<file path="src/sv/k_smallest_row_sums_defines.svh">
// Assertion macros for the k smallest row sums block.
// Each macro expects signals named clk and rst_n in the module that uses it.
`ifndef K_SMALLEST_ROW_SUMS_DEFINES_SVH
`define K_SMALLEST_ROW_SUMS_DEFINES_SVH

`ifndef SYNTH

// The consequent must hold in the same cycle as the antecedent.
`define KSRS_ASSERT_SAME(lbl, pre, post, msg) \
    lbl: assert property (@(posedge clk) disable iff (!rst_n) (pre) |-> (post)) \
        else $error(msg);

// The consequent must hold in the cycle after the antecedent.
`define KSRS_ASSERT_NEXT(lbl, pre, post, msg) \
    lbl: assert property (@(posedge clk) disable iff (!rst_n) (pre) |=> (post)) \
        else $error(msg);

`else

`define KSRS_ASSERT_SAME(lbl, pre, post, msg)
`define KSRS_ASSERT_NEXT(lbl, pre, post, msg)

`endif

`endif

</file>
<file path="src/sv/ksrs_pkg.sv">
package ksrs_pkg;

    localparam int MAX_K       = 16;
    localparam int VALUE_WIDTH = 20;
    localparam int SUM_WIDTH   = 24;
    localparam int LS_WIDTH    = 5;
    localparam int IDX_W       = $clog2(MAX_K);
    localparam int CNT_W       = $clog2(MAX_K + 1);

    localparam logic [LS_WIDTH-1:0]  LIST_SIZE_RESET = LS_WIDTH'(16);
    localparam logic [SUM_WIDTH-1:0] SUM_MAX         = {SUM_WIDTH{1'b1}};

    // Sequencer states.
    typedef enum logic [2:0] {
        S_IN,
        S_COPY,
        S_SCAN,
        S_WRITE,
        S_OUT_RD,
        S_OUT_LD,
        S_OUT_WAIT
    } state_t;

    // Control from the sequencer to the row sorter.
    typedef struct packed {
        logic             ins;
        logic [CNT_W-1:0] count;
    } sort_ctrl_t;

endpackage

</file>
<file path="src/sv/ksrs_ram.sv">
module ksrs_ram #(
    parameter int WIDTH = 24,
    parameter int DEPTH = 32
) (
    input  logic                     clk,
    input  logic                     wr_en,
    input  logic [$clog2(DEPTH)-1:0] wr_addr,
    input  logic [WIDTH-1:0]         wr_data,
    input  logic [$clog2(DEPTH)-1:0] rd_addr,
    output logic [WIDTH-1:0]         rd_data
);

    logic [WIDTH-1:0] mem [DEPTH];

    // Single write port.
    always_ff @(posedge clk)
    begin
        if (wr_en)
        begin
            mem[wr_addr] <= wr_data;
        end
    end

    // Registered read port.
    always_ff @(posedge clk)
    begin
        rd_data <= mem[rd_addr];
    end

endmodule

</file>
<file path="src/sv/ksrs_row_sorter.sv">
module ksrs_row_sorter (
    input  logic                                clk,
    input  ksrs_pkg::sort_ctrl_t                ctrl,
    input  logic [ksrs_pkg::VALUE_WIDTH-1:0]    in_value,
    input  logic [ksrs_pkg::IDX_W-1:0]          rd_idx,
    output logic [ksrs_pkg::VALUE_WIDTH-1:0]    rd_data
);

    logic [ksrs_pkg::VALUE_WIDTH-1:0] row_reg [ksrs_pkg::MAX_K];
    logic [ksrs_pkg::VALUE_WIDTH-1:0] row_next [ksrs_pkg::MAX_K];
    logic [ksrs_pkg::MAX_K-1:0]       le;

    // Entries that stay in front of the new item form a prefix of the sorted row.
    always_comb
    begin
        for (int j = 0; j < ksrs_pkg::MAX_K; j++)
        begin
            le[j] = (ksrs_pkg::CNT_W'(j) < ctrl.count) && (row_reg[j] <= in_value);
        end
    end

    // Each slot keeps its entry, takes the new item, or takes its left neighbor.
    always_comb
    begin
        for (int j = 0; j < ksrs_pkg::MAX_K; j++)
        begin
            if (le[j])
            begin
                row_next[j] = row_reg[j];
            end
            else if (j == 0)
            begin
                row_next[j] = in_value;
            end
            else if (le[j-1])
            begin
                row_next[j] = in_value;
            end
            else
            begin
                row_next[j] = row_reg[j-1];
            end
        end
    end

    always_ff @(posedge clk)
    begin
        if (ctrl.ins)
        begin
            row_reg <= row_next;
        end
    end

    assign rd_data = row_reg[rd_idx];

endmodule

</file>
<file path="src/sv/k_smallest_row_sums.sv">
// Flow: after the last value of the last row, the row is merged into the list memory
// (copied in when k is 1), then the first sum is read and registered before out_valid.
// Input: one value per cycle while a row fills; each completed row holds off
// input while it is copied (row 0) or merged by scans of the list memory.
// Results: each sum is read from the list memory, registered, and held until out_ready.
// Reset: asynchronous, active low; list_size returns to 16 and all counters clear.
`include "k_smallest_row_sums_defines.svh"

module k_smallest_row_sums (
    input  logic                                clk,
    input  logic                                rst_n,
    input  logic                                cfg_wr_en,
    input  logic [ksrs_pkg::LS_WIDTH-1:0]       cfg_wr_data,
    input  logic                                in_valid,
    output logic                                in_ready,
    input  logic [ksrs_pkg::VALUE_WIDTH-1:0]    value,
    output logic                                out_valid,
    input  logic                                out_ready,
    output logic [ksrs_pkg::SUM_WIDTH-1:0]      sum,
    output logic                                last
);

    localparam int AW = ksrs_pkg::IDX_W + 1;

    ksrs_pkg::state_t state_reg, state_next;

    logic [ksrs_pkg::LS_WIDTH-1:0]  list_size_reg;
    logic [ksrs_pkg::CNT_W-1:0]     k;
    logic [ksrs_pkg::CNT_W-1:0]     k_m1;
    logic [ksrs_pkg::CNT_W-1:0]     col_reg;
    logic [ksrs_pkg::CNT_W-1:0]     row_reg;
    logic [ksrs_pkg::CNT_W-1:0]     idx_reg;
    logic [ksrs_pkg::CNT_W-1:0]     t_reg;
    logic                           bank_reg;
    logic                           pv_reg;
    logic [ksrs_pkg::IDX_W-1:0]     pidx_reg;
    logic [ksrs_pkg::SUM_WIDTH-1:0] min_reg;
    logic [ksrs_pkg::IDX_W-1:0]     arg_reg;
    logic                           have_reg;
    logic [ksrs_pkg::CNT_W-1:0]     ptr_reg [ksrs_pkg::MAX_K];
    logic [ksrs_pkg::SUM_WIDTH-1:0] sum_reg;
    logic                           last_reg;

    logic                           in_acc;
    logic                           col_done;
    logic                           row_last;
    logic [ksrs_pkg::CNT_W-1:0]     ptr_sel;
    logic                           cand;
    logic [ksrs_pkg::SUM_WIDTH:0]   raw_sum;
    logic [ksrs_pkg::SUM_WIDTH-1:0] cand_sum;

    ksrs_pkg::sort_ctrl_t              sort_ctrl;
    logic [ksrs_pkg::IDX_W-1:0]        sort_idx;
    logic [ksrs_pkg::VALUE_WIDTH-1:0]  sort_data;

    logic                           ram_we;
    logic [AW-1:0]                  ram_waddr;
    logic [ksrs_pkg::SUM_WIDTH-1:0] ram_wdata;
    logic [AW-1:0]                  ram_raddr;
    logic [ksrs_pkg::SUM_WIDTH-1:0] ram_rdata;

    // Effective list size: zero acts as one, large values clamp to the maximum.
    always_comb
    begin
        if (list_size_reg == '0)
        begin
            k = ksrs_pkg::CNT_W'(1);
        end
        else if (ksrs_pkg::CNT_W'(list_size_reg) > ksrs_pkg::CNT_W'(ksrs_pkg::MAX_K)
                 || (ksrs_pkg::LS_WIDTH > ksrs_pkg::CNT_W
                     && list_size_reg > ksrs_pkg::LS_WIDTH'(ksrs_pkg::MAX_K)))
        begin
            k = ksrs_pkg::CNT_W'(ksrs_pkg::MAX_K);
        end
        else
        begin
            k = ksrs_pkg::CNT_W'(list_size_reg);
        end
    end

    assign k_m1     = k - ksrs_pkg::CNT_W'(1);
    assign in_acc   = in_valid && in_ready;
    assign col_done = (col_reg == k_m1);
    assign row_last = (row_reg == k_m1);

    // Candidate from the list whose best entry is arriving from memory.
    assign ptr_sel  = ptr_reg[pidx_reg];
    assign cand     = pv_reg && (ptr_sel < k);
    assign raw_sum  = {1'b0, ram_rdata}
                    + (ksrs_pkg::SUM_WIDTH + 1)'(sort_data);
    assign cand_sum = raw_sum[ksrs_pkg::SUM_WIDTH] ? ksrs_pkg::SUM_MAX
                                                   : raw_sum[ksrs_pkg::SUM_WIDTH-1:0];

    // Row sorter hookup.
    assign sort_ctrl.ins   = in_acc;
    assign sort_ctrl.count = col_reg;
    assign sort_idx = (state_reg == ksrs_pkg::S_COPY) ? idx_reg[ksrs_pkg::IDX_W-1:0]
                                                      : ptr_sel[ksrs_pkg::IDX_W-1:0];

    ksrs_row_sorter u_sorter (
        .clk      (clk),
        .ctrl     (sort_ctrl),
        .in_value (value),
        .rd_idx   (sort_idx),
        .rd_data  (sort_data)
    );

    // List memory: two banks, current best list and the list being merged.
    always_comb
    begin
        ram_we    = 1'b0;
        ram_waddr = {bank_reg, idx_reg[ksrs_pkg::IDX_W-1:0]};
        ram_wdata = ksrs_pkg::SUM_WIDTH'(sort_data);
        if (state_reg == ksrs_pkg::S_COPY)
        begin
            ram_we = 1'b1;
        end
        else if (state_reg == ksrs_pkg::S_WRITE)
        begin
            ram_we    = 1'b1;
            ram_waddr = {~bank_reg, t_reg[ksrs_pkg::IDX_W-1:0]};
            ram_wdata = min_reg;
        end
    end

    assign ram_raddr = {bank_reg, idx_reg[ksrs_pkg::IDX_W-1:0]};

    ksrs_ram #(
        .WIDTH (ksrs_pkg::SUM_WIDTH),
        .DEPTH (2 * ksrs_pkg::MAX_K)
    ) u_list_ram (
        .clk     (clk),
        .wr_en   (ram_we),
        .wr_addr (ram_waddr),
        .wr_data (ram_wdata),
        .rd_addr (ram_raddr),
        .rd_data (ram_rdata)
    );

    // Next state.
    always_comb
    begin
        state_next = state_reg;
        case (state_reg)
            ksrs_pkg::S_IN:
            begin
                if (in_acc && col_done)
                begin
                    state_next = (row_reg == '0) ? ksrs_pkg::S_COPY : ksrs_pkg::S_SCAN;
                end
            end
            ksrs_pkg::S_COPY:
            begin
                if (idx_reg == k_m1)
                begin
                    state_next = row_last ? ksrs_pkg::S_OUT_RD : ksrs_pkg::S_IN;
                end
            end
            ksrs_pkg::S_SCAN:
            begin
                if (idx_reg == k && !pv_reg)
                begin
                    state_next = ksrs_pkg::S_WRITE;
                end
            end
            ksrs_pkg::S_WRITE:
            begin
                if (t_reg == k_m1)
                begin
                    state_next = row_last ? ksrs_pkg::S_OUT_RD : ksrs_pkg::S_IN;
                end
                else
                begin
                    state_next = ksrs_pkg::S_SCAN;
                end
            end
            ksrs_pkg::S_OUT_RD:
            begin
                state_next = ksrs_pkg::S_OUT_LD;
            end
            ksrs_pkg::S_OUT_LD:
            begin
                state_next = ksrs_pkg::S_OUT_WAIT;
            end
            ksrs_pkg::S_OUT_WAIT:
            begin
                if (out_ready)
                begin
                    state_next = last_reg ? ksrs_pkg::S_IN : ksrs_pkg::S_OUT_RD;
                end
            end
            default:
            begin
                state_next = ksrs_pkg::S_IN;
            end
        endcase
    end

    // Handshake outputs.
    always_comb
    begin
        in_ready  = (state_reg == ksrs_pkg::S_IN);
        out_valid = (state_reg == ksrs_pkg::S_OUT_WAIT);
    end

    assign sum  = sum_reg;
    assign last = last_reg;

    always_ff @(posedge clk or negedge rst_n)
    begin
        if (!rst_n)
        begin
            state_reg <= ksrs_pkg::S_IN;
        end
        else
        begin
            state_reg <= state_next;
        end
    end

    // Counters and merge bookkeeping.
    always_ff @(posedge clk or negedge rst_n)
    begin
        if (!rst_n)
        begin
            list_size_reg <= ksrs_pkg::LIST_SIZE_RESET;
            col_reg       <= '0;
            row_reg       <= '0;
            idx_reg       <= '0;
            t_reg         <= '0;
            bank_reg      <= 1'b0;
            pv_reg        <= 1'b0;
            pidx_reg      <= '0;
            arg_reg       <= '0;
            have_reg      <= 1'b0;
            last_reg      <= 1'b0;
            for (int j = 0; j < ksrs_pkg::MAX_K; j++)
            begin
                ptr_reg[j] <= '0;
            end
        end
        else if (cfg_wr_en)
        begin
            list_size_reg <= cfg_wr_data;
            col_reg       <= '0;
            row_reg       <= '0;
        end
        else
        begin
            case (state_reg)
                ksrs_pkg::S_IN:
                begin
                    if (in_acc)
                    begin
                        col_reg  <= col_done ? '0 : col_reg + ksrs_pkg::CNT_W'(1);
                        idx_reg  <= '0;
                        t_reg    <= '0;
                        have_reg <= 1'b0;
                        pv_reg   <= 1'b0;
                        for (int j = 0; j < ksrs_pkg::MAX_K; j++)
                        begin
                            ptr_reg[j] <= '0;
                        end
                    end
                end
                ksrs_pkg::S_COPY:
                begin
                    if (idx_reg == k_m1)
                    begin
                        idx_reg <= '0;
                        row_reg <= row_last ? '0 : row_reg + ksrs_pkg::CNT_W'(1);
                    end
                    else
                    begin
                        idx_reg <= idx_reg + ksrs_pkg::CNT_W'(1);
                    end
                end
                ksrs_pkg::S_SCAN:
                begin
                    pv_reg   <= (idx_reg < k);
                    pidx_reg <= idx_reg[ksrs_pkg::IDX_W-1:0];
                    if (idx_reg < k)
                    begin
                        idx_reg <= idx_reg + ksrs_pkg::CNT_W'(1);
                    end
                    if (cand && (!have_reg || cand_sum < min_reg))
                    begin
                        have_reg <= 1'b1;
                        arg_reg  <= pidx_reg;
                    end
                end
                ksrs_pkg::S_WRITE:
                begin
                    for (int j = 0; j < ksrs_pkg::MAX_K; j++)
                    begin
                        if (arg_reg == ksrs_pkg::IDX_W'(j))
                        begin
                            ptr_reg[j] <= ptr_reg[j] + ksrs_pkg::CNT_W'(1);
                        end
                    end
                    idx_reg  <= '0;
                    have_reg <= 1'b0;
                    pv_reg   <= 1'b0;
                    t_reg    <= t_reg + ksrs_pkg::CNT_W'(1);
                    if (t_reg == k_m1)
                    begin
                        bank_reg <= ~bank_reg;
                        row_reg  <= row_last ? '0 : row_reg + ksrs_pkg::CNT_W'(1);
                    end
                end
                ksrs_pkg::S_OUT_LD:
                begin
                    last_reg <= (idx_reg == k_m1);
                end
                ksrs_pkg::S_OUT_WAIT:
                begin
                    if (out_ready)
                    begin
                        idx_reg <= idx_reg + ksrs_pkg::CNT_W'(1);
                    end
                end
                default:
                begin
                end
            endcase
        end
    end

    // Payload registers: running minimum and output sum.
    always_ff @(posedge clk)
    begin
        if (state_reg == ksrs_pkg::S_SCAN && cand && (!have_reg || cand_sum < min_reg))
        begin
            min_reg <= cand_sum;
        end
        if (state_reg == ksrs_pkg::S_OUT_LD)
        begin
            sum_reg <= ram_rdata;
        end
    end

    `KSRS_ASSERT_SAME(a_write_has_min, state_reg == ksrs_pkg::S_WRITE, have_reg, "merge write without a candidate")
    `KSRS_ASSERT_SAME(a_out_in_range, out_valid, idx_reg < k, "output index beyond list size")
    `KSRS_ASSERT_NEXT(a_last_to_idle, out_valid && out_ready && last, state_reg == ksrs_pkg::S_IN, "no return to input after last sum")
    `KSRS_ASSERT_SAME(a_col_in_range, in_ready && !cfg_wr_en, col_reg < k, "column counter beyond list size")

endmodule
</file>
<file path="config.mk">
export PLATFORM = sky130hd
export DESIGN_NAME = k_smallest_row_sums
export DESIGN_NICKNAME = d
export VERILOG_FILES = /design/src/sv/ksrs_pkg.sv /design/src/sv/ksrs_ram.sv /design/src/sv/ksrs_row_sorter.sv /design/src/sv/k_smallest_row_sums.sv
export VERILOG_INCLUDE_DIRS = /design/src /design/src/sv
export SDC_FILE = /design/constraint.sdc
export NUM_CORES = 2
export LEC_CHECK = 0
export ABC_AREA = 1
export BUFFER_PORTS_ARGS = -buffer_cell sky130_fd_sc_hd__buf_2
export CORE_MARGIN = 10
export CORE_UTILIZATION = 35
export CTS_CLUSTER_DIAMETER = 150
export DETAILED_ROUTE_END_ITERATION = 12
export REMOVE_ABC_BUFFERS = 1
export SETUP_SLACK_MARGIN = 0.3
export SYNTH_ARGS = -nofsm -noshare
export SYNTH_HDL_FRONTEND = slang
export SYNTH_SLANG_ARGS = --single-unit
</file>
<file path="constraint.sdc">
create_clock -name clk -period 6.55 [get_ports clk]
set_clock_uncertainty 0.1 [all_clocks]
set_input_delay 0.3275 -clock clk [delete_from_list [all_inputs] [get_ports clk]]
set_output_delay 0.3275 -clock clk [all_outputs]
set_load 0.02 [all_outputs]
</file>
==> metrics.cfg <==
[yosys]
synth_edf_count = 1136
synthCells = 6189
avgSynthCellArea_sq_um = 10.25
synthArstFlopShare = 0.09375
yosysWarningCount = 0
ys_ff_latch = 1280
ys_types = 58
synth_ff_type = edfxtp_1
syn-cell-area_sq_um = 63420
yosysSeqAreaShare = 0.5928

[cells_and_area]
final_cells = 8833
mostFrequentLayoutCell = edfxtp_1
drive_gt1_frac = 0.1240
final_cell_mix = 1136 x edfxtp_1, 1095 x nand2_1, 893 x o21ai_0, 525 x nor2_1, 378 x ha_1
largest_register_ff_count = 768
register_area_sq_um = 37610
area_growth_pct = 16.54
filler_cell_count = 17050
final_nets = 6776
multiInputGateArea_sq_um = 24450

[cts]
cts_root_buf = clkbuf_16
cts.path.max_buffers = 3
htreeDepth = 4
cts_inserted_buffers = 142
clk_latency_ns = 0.80
cts.sink_count = 1280
clk_pin_slew_ns = 0.06
cts_tree = built

[routing]
num_vias = 49420
detail-route-antenna-nets = 0
drtPass1Iterations = 6
wl_per_cell_um = 23.37
drt_iter0_drc = 5722
viasPerCell = 5.594
route.detailed.drc = 0
routed_wl_um = 206400

[place]
place_ws_ns = -0.1336
placed_cells = 8481
hpwl_um = 131200
port_buffers = 56
gp_congestion = 0.9203

[sta]
rsz0062_at_grt = yes
hold_ws_ns = 0.1713
timing.final.ws_setup_ns = 0.3490
maxSlewHeadroom = 0.09235
setup_tns_ns = 0
period_needed_ns = 6.201
final-hold-violation-count = 0
max_slew.worst_pin.slew_ns = 1.360
drv_slew = 0
min_period_over_period = 0.9467
setup_violations = 0
fmax_ghz = 0.1613

[worst_setup_path]
cpMaxStageDelayCell = dfrtp_2
critPathMaxStageDelay_ns = 0.49
reg2reg_depth = 38
arrival_ns = 6.61
cp_num_buf_inv = 11
required_ns = 6.96
reg2reg_slack_ns = 0.35
crit_type = register to register
cp-end-kind = register
r2r-start = pidx_reg[0]
critical_path.max_fanout = 33
crit_family = simple AND/OR/NAND/NOR gates
cpMostUsedCell = buf_12
reg2reg_to = min_reg[23]
start_kind = register

[floorplanning]
die_h_um = 445.7
dieWidth_um = 445.7
dieArea_sq_um = 198600
start_util = 0.3513
rows = 156
ios = 57
fp.coreArea_sq_um = 180500

[min_path]
hold_depth = 2
min_from = value[4]
hp-class = input pin to register
hold_path_end = u_sorter.row_reg[304]

[global_route]
antenna_found_initial = 7
grt_overflow = 0
grt_max_degree = 189
grt_usage = 0.2001
grt_pass1_vias = 46590
grt_pass1_wl_um = 304000

[pwr]
power.density_nw_per_um2 = 595.8
p_leak_nw = 27.74
vdd_drop_max_mv = 0.5766
total_power_mw = 44.04

[job]
cap_violations = 0

[status]
outcome = finished clean

==> logic make-up after synthesis <==
family | share of synthesized area
AOI/OAI and AO/OA | 0.1393
adders and majority gates | 0.07804
xor gates and xnor gates | 0.003590
muxes | 0.0001578
buffers and inverters | 0.04034
DFF | 0.5928
and+or+nand+nor | 0.1457
==> synth_stat cells, types with 3 or more instances <==
| cell type | count | area share |
|---|---|---|
| a31oi_1 | 11 | 0.0011 |
| buf_6 | 6 | 0.0011 |
| xor2_1 | 18 | 0.0025 |
| nand2_1 | 1127 | 0.067 |
| or2_2 | 13 | 0.0013 |
| buf_1 | 11 | 0.00065 |
| buf_4 | 10 | 0.0012 |
| o21ai_0 | 922 | 0.073 |
| nand3_1 | 381 | 0.030 |
| and3_1 | 6 | 0.00059 |
| o221a_2 | 3 | 0.00053 |
| inv_2 | 19 | 0.0011 |
| nand3b_1 | 7 | 0.00083 |
| nand4_1 | 67 | 0.0066 |
| nor3_1 | 47 | 0.0037 |
| inv_1 | 285 | 0.017 |
| clkbuf_1 | 268 | 0.016 |
| a21oi_1 | 342 | 0.027 |
| a21boi_0 | 5 | 0.00059 |
| o22ai_1 | 127 | 0.013 |
| a211oi_1 | 13 | 0.0015 |
| a21o_1 | 4 | 0.00047 |
| o211ai_1 | 30 | 0.0036 |
| o2111ai_1 | 3 | 0.00041 |
| buf_2 | 44 | 0.0035 |
| dfrtp_1 | 119 | 0.047 |
| o31ai_1 | 3 | 0.00036 |
| nor4_1 | 4 | 0.00039 |
| o21a_1 | 4 | 0.00047 |
| o21ai_1 | 37 | 0.0029 |
| xnor2_1 | 8 | 0.0011 |
| dfxtp_1 | 24 | 0.0076 |
| o221ai_1 | 91 | 0.013 |
| edfxtp_1 | 1136 | 0.54 |
| nor2_1 | 566 | 0.033 |
| ha_1 | 394 | 0.078 |
==> timing repair <==
| item | CTS | global route |
|---|---|---|
| resized for setup | 93 | 164 |
| gates cloned | 7 | 5 |
| hold buffers | 33 | 0 |
| setup endpoints to repair | 29 | 29 |
| pin swaps | 11 | 56 |
| hold endpoints to repair | 108 | 0 |
| setup buffers | 19 | 32 |
==> report_power, final <==
part / internal [mW] / switching, mW
combinational: 7.54 / 14.3
sequential: 13.4 / 0.981
clock: 4.33 / 3.43
total: 25.3 / 18.7
==> routing by layer <==
| metal | share of wire | track usage |
|---|---|---|
| met5 | 0.000063 | 0 |
| met4 | 0.040 | 0.08092 |
| met3 | 0.079 | 0.02994 |
| met2 | 0.45 | 0.3100 |
| met1 | 0.43 | 0.2803 |
==> area by class of cell <==
class	count	share of cell area
Antenna cell	3	0.0001016
Timing Repair Buffer	356	0.04351
Tap cell	2370	0.04012
Clock inverter	69	0.009327
Sequential cell	1280	0.5088
Inverter	306	0.01632
Clock buffer	184	0.05077
Multi-Input combinational cell	4264	0.3308
Timing Repair inverter	1	0.0002201
==> how the worst max path moves through the flow <==
stage / start / endpoint / slack, ns / depth (start not counted)
floorplan: idx_reg[0] / u_list_ram.mem[11][0] / -10.21 / 4
global placement: pidx_reg[0] / min_reg[23] / -0.07 / 41
detailed placement: pidx_reg[0] / min_reg[23] / -0.13 / 41
CTS: pidx_reg[0] / min_reg[4] / 0.31 / 40
global route: pidx_reg[0] / min_reg[19] / 0.05 / 43
finish: pidx_reg[0] / min_reg[23] / 0.35 / 38
==> stage by stage <==
stage               utilization  cell area [sq um]
finish                   0.4094              73910
global route             0.4093              73900
CTS                      0.4037              72880
detailed placement       0.3732              67380
global placement         0.3732              67380
floorplan                     -              62010
Note: power is estimated with default switching activity, not from simulation.
